### src/sv/smfr_pkg.sv
// Types and constants shared by the steerable filter front, back and top level.
package smfr_pkg;

  localparam int RESP_W      = 32;
  localparam int DIR_W       = 18;
  localparam int ENTRY_W     = 9;
  localparam int COUNT_W     = 10;
  localparam int CFG_IDX_W   = 2;
  localparam int NUM_TERMS   = 6;
  localparam int PROD_W      = 2 * DIR_W;
  localparam int WGT_W       = 30;
  localparam int ACC_W       = 66;
  localparam int RND_SHIFT   = 24;
  localparam int NUM_STAGES  = 8;
  localparam int QUEUE_DEPTH = 2;

  localparam logic signed [DIR_W-1:0] UNIT_X     = 18'sd65536;
  localparam logic [31:0]             DIV3_RECIP = 32'hAAAAAAAB;
  localparam logic [31:0]             DIV3_BIAS  = 32'hC0000000;
  localparam logic [31:0]             DIV3_UNBIAS = 32'h40000000;

  typedef enum logic {
    CMD_LOAD    = 1'b0,
    CMD_PROCESS = 1'b1
  } cmd_e;

  typedef enum logic {
    MODE_WALL     = 1'b0,
    MODE_FILAMENT = 1'b1
  } mode_e;

  typedef enum logic [CFG_IDX_W-1:0] {
    REG_FILTER_MODE     = 2'd0,
    REG_DIRECTION_COUNT = 2'd1
  } cfg_reg_e;

  typedef enum logic [1:0] {
    ST_IDLE,
    ST_ISSUE,
    ST_DRAIN
  } back_state_e;

  typedef logic signed [RESP_W-1:0] resp_t;
  typedef resp_t [NUM_TERMS-1:0]    resp_vec_t;

  typedef struct packed {
    logic                     we;
    logic [ENTRY_W-1:0]       idx;
    logic signed [DIR_W-1:0]  x;
    logic signed [DIR_W-1:0]  y;
    logic signed [DIR_W-1:0]  z;
  } load_req_t;

  typedef struct packed {
    logic busy;
    logic pop;
  } back_status_t;

  typedef struct packed {
    logic valid;
    logic first;
    logic last;
  } tag_t;

endpackage

### src/sv/smfr_front.sv
// Front end: accepts items, routes table loads and queues voxel work for the back end.
module smfr_front #(
  parameter int MAX_DIRECTIONS = 512
) (
  input  logic                                 clk_i,
  input  logic                                 rst_ni,
  input  logic                                 in_valid_i,
  output logic                                 in_ready_o,
  input  logic                                 command_i,
  input  logic [smfr_pkg::ENTRY_W-1:0]         entry_index_i,
  input  logic signed [smfr_pkg::DIR_W-1:0]    dir_x_i,
  input  logic signed [smfr_pkg::DIR_W-1:0]    dir_y_i,
  input  logic signed [smfr_pkg::DIR_W-1:0]    dir_z_i,
  input  smfr_pkg::resp_vec_t                  resp_i,
  output smfr_pkg::load_req_t                  load_o,
  output logic                                 q_valid_o,
  output smfr_pkg::resp_vec_t                  q_resp_o,
  input  smfr_pkg::back_status_t               status_i
);
  import smfr_pkg::*;

  localparam int CNT_W = $clog2(QUEUE_DEPTH + 1);

  resp_vec_t          ent_q [QUEUE_DEPTH];
  logic               wr_ptr_q, wr_ptr_d;
  logic               rd_ptr_q, rd_ptr_d;
  logic [CNT_W-1:0]   cnt_q, cnt_d;
  logic               is_proc, accept, push;

  // Loads wait until no voxel is queued or running so each voxel sees the table as of its turn.
  assign is_proc    = (command_i == CMD_PROCESS);
  assign in_ready_o = is_proc ? (cnt_q != CNT_W'(QUEUE_DEPTH)) : ((cnt_q == '0) && !status_i.busy);
  assign accept     = in_valid_i && in_ready_o;
  assign push       = accept && is_proc;

  assign load_o.we  = accept && !is_proc && (32'(entry_index_i) < MAX_DIRECTIONS);
  assign load_o.idx = entry_index_i;
  assign load_o.x   = dir_x_i;
  assign load_o.y   = dir_y_i;
  assign load_o.z   = dir_z_i;

  assign q_valid_o = (cnt_q != '0);
  assign q_resp_o  = ent_q[rd_ptr_q];

  always_comb begin
    wr_ptr_d = push ? ~wr_ptr_q : wr_ptr_q;
    rd_ptr_d = status_i.pop ? ~rd_ptr_q : rd_ptr_q;
    cnt_d    = cnt_q + CNT_W'(push) - CNT_W'(status_i.pop);
  end

  always_ff @(posedge clk_i or negedge rst_ni) begin
    if (!rst_ni) begin
      wr_ptr_q <= 1'b0;
      rd_ptr_q <= 1'b0;
      cnt_q    <= '0;
    end else begin
      wr_ptr_q <= wr_ptr_d;
      rd_ptr_q <= rd_ptr_d;
      cnt_q    <= cnt_d;
    end
  end

  always_ff @(posedge clk_i) begin
    if (push) begin
      ent_q[wr_ptr_q] <= resp_i;
    end
  end

endmodule

### config.mk
export PLATFORM = sky130hd
export DESIGN_NAME = smfr_front
export DESIGN_NICKNAME = d
export VERILOG_FILES = /design/src/sv/smfr_pkg.sv /design/src/sv/smfr_front.sv
export SDC_FILE = /design/constraint.sdc
export NUM_CORES = 1
export LEC_CHECK = 0
export BUFFER_PORTS_ARGS = -buffer_cell sky130_fd_sc_hd__buf_4
export CAP_MARGIN = 25
export CORE_AREA = 5 5 197 199
export DETAILED_ROUTE_END_ITERATION = 8
export DIE_AREA = 0 0 202 204
export PLACE_DENSITY = 0.67
export SETUP_SLACK_MARGIN = 0.05
export SYNTH_ARGS = -nofsm -noshare
export SYNTH_HDL_FRONTEND = slang
export SYNTH_SLANG_ARGS = --single-unit
### constraint.sdc
create_clock -name clk_i -period 14 [get_ports clk_i]
set_input_delay 0 -clock clk_i [delete_from_list [all_inputs] [get_ports clk_i]]
set_output_delay 0 -clock clk_i [all_outputs]
set_load 0.02 [all_outputs]
==> out/results.ini <==
[routing]
wl_per_cell_um = 19.7
via_per_inst = 4.64
drc = 0
ant_nets = 0
vias = 8079
drt_iter0_markers = 293
dr.pass1.iters = 4
wl_um = 34300

[clock_network]
numCtsBuffers = 40
clkLatencyLatePin_ps = 550
cts.sinks = 388
cts_max_path_buffers = 3
htreeDepth = 2
cts_tree = built
cts_root_buf = clkbuf_16
cts_setup_buffers = 0
path_clk_slew_ps = 60

[layout]
area_growth_pct = 42.3
drive_gt1_share_pct = 51.6
final.fill_count = 2776
postLayoutCellArea_mm2 = 0.0207
finalCoreUtilization_pct = 55.9
fin_cells = 1741
nets = 1498

[power]
finalPower_mw = 3.69
p_per_area_mw_per_mm2 = 178
p_leak_nw = 7.71
vdd_drop_max_v = 0.000252

[sta]
worstMarginPinSlew_ps = 1000
fin_setup_tns_ps = 0
fin_skew_ps = 23.9
fin_crit_ps = 3120
rsz0062_at_grt = false
maxSlewHeadroom_pct = 33.2
setup_violations = 0
holdWs_ps = 0.00726
fmax_mhz = 320
layout_setup_ws_ps = 10880
fin_crit_sh_pct = 22.3
finalHoldViolCount = 0
slew_viol_final = 0

[floorplanning]
io_pins = 519
core_mm2 = 0.0370
initial_core_util_pct = 39.3
die_y_um = 204
fp-row-count = 71
die_x_um = 202
die-area_mm2 = 0.0412

[yosys]
ys_types = 16
syn-cell-area_mm2 = 0.0146
synth_area_leaders = edfxtp_1, mux2_2, buf_4
async_reset_ff_share_pct = 1.03
syn_area_per_cell_um2 = 21.4
syn_inst = 680
yosys.area.top_type = edfxtp_1
ys_warn_count = 0
ys_ff_latch = 388
synth-edff-count = 384
yosys.cell_count.top_type = edfxtp_1
synth-seq-area-share_pct = 79.9
synth_top_area_share_pct = 79.2
syn_nets = 943
ys_top_cells_by_count = edfxtp_1, mux2_2, buf_4
synth_flop_cell = edfxtp_1

[setup_path]
endpoint_kind = output port
critical_path_required_ps = 14000
cp.arrival_ps = 3120
crit_fanout = 68
path_class = flip-flop to output port
cp-start-kind = flip-flop

[global_route]
antenna_found_initial = 4
grt_max_degree = 72
grt_pass1_wl_um = 51200
grt_util_all_layers_pct = 16.1
grt_pass1_vias = 8966
gr-total-overflow = 0

[run]
maxCapViolCount = 0

[status]
status = complete, no violations

[place]
io_buffer_count = 392
post_dp_cell_area_mm2 = 0.0175
dp.cells = 1470
post-place-ws_ps = 11260
gp_congestion = 0.739
dp_hpwl_um = 21800

[min_path]
hold_path.class = input pin to output port

-- flip-flops by register name, summed over array words and instances, names as in the netlist --
name / cells
cnt_q: 2
ent_q: 384
rd_ptr_q: 1
wr_ptr_q: 1
-- worst max-delay path, stage by stage, from the launching register on --
cell     delay, ps
dfrtp_4       1060
buf_4          870
mux2_2         450
buf_4          170
-- power breakdown --
group	leakage, nW	switching, mW	internal [mW]
Sequential	3.55	0.0714	1.44
Clock	0.604	0.422	0.565
Combinational	3.55	0.631	0.560
Total	7.71	1.12	2.57
-- repair_timing --
item | 4_1_cts | 5_1_grt
gates resized for setup | 0 | 0
hold buffers | 197 | 0
hold endpoints to repair | 392 | 0
-- path summary, 6_finish.rpt --
| path | from | end | slack [ps] | cells after the start |
|---|---|---|---|---|
| worst max register to register | cnt_q[0] | ent_q[1][167] | 11340 | 4 |
| worst min-delay path | dir_z_i[3] | load_o[3] | 0.007 | 0 |
| min in group asynchronous | rst_ni | cnt_q[0] | 380 | 3 |
| max in group asynchronous | rst_ni | rd_ptr_q | 13420 | 3 |
| worst min register to register | cnt_q[1] | cnt_q[1] | 510 | 1 |
| worst max-delay path | rd_ptr_q | q_resp_o[169] | 10880 | 3 |
-- area by class of cell --
| class | count | area, um^2 | area share, % |
|---|---|---|---|
| inverters | 2 | 7.51 | 0.0362 |
| flip-flops and latches | 388 | 11600 | 56.1 |
| clock inverters | 26 | 161 | 0.779 |
| diodes | 2 | 5.00 | 0.0241 |
| clock buffers | 46 | 1070 | 5.14 |
| multi-input cells | 206 | 2280 | 11.0 |
| repair buffers | 597 | 4970 | 24.0 |
| well taps | 474 | 593 | 2.86 |
-- cells by family (layout without fill, tap and decap cells) --
group           count (synthesis)  count (layout)  synth area share [%]
fa+ha+maj                       2               2                 0.172
simple gates                    7               7                 0.258
flops                         388             388                  79.9
buf+inv                        86             671                  4.55
xor+xnor                        4               4                 0.241
other cells                     0               2                     0
compound gates                  1               1                0.0516
mux                           192             192                  14.8
-- placed cells by master, fill, tap and decap left out, types with 2 or more instances in the layout --
cell,instances
buf_4,400
clkbuf_1,4
clkbuf_16,42
clkinv_1,11
clkinv_2,10
clkinvlp_4,2
dfrtp_1,3
diode_2,2
dlygate4sd3_1,197
edfxtp_1,384
ha_1,2
inv_1,2
mux2_2,192
nor2_4,2
xnor2_1,3
-- routing by layer --
metal | GRT usage [%] | vias up | share of wire (%) | wire length (um)
li1 | - | 3718 | - | -
met1 | 18.1 | 3941 | 38 | 12900
met2 | 27.6 | 330 | 50 | 17200
met3 | 6.27 | 86 | 8.4 | 2880
met4 | 6.52 | 4 | 3.7 | 1270
met5 | 0 | - | 0.073 | 25
Power figures use the tool's default switching activity.
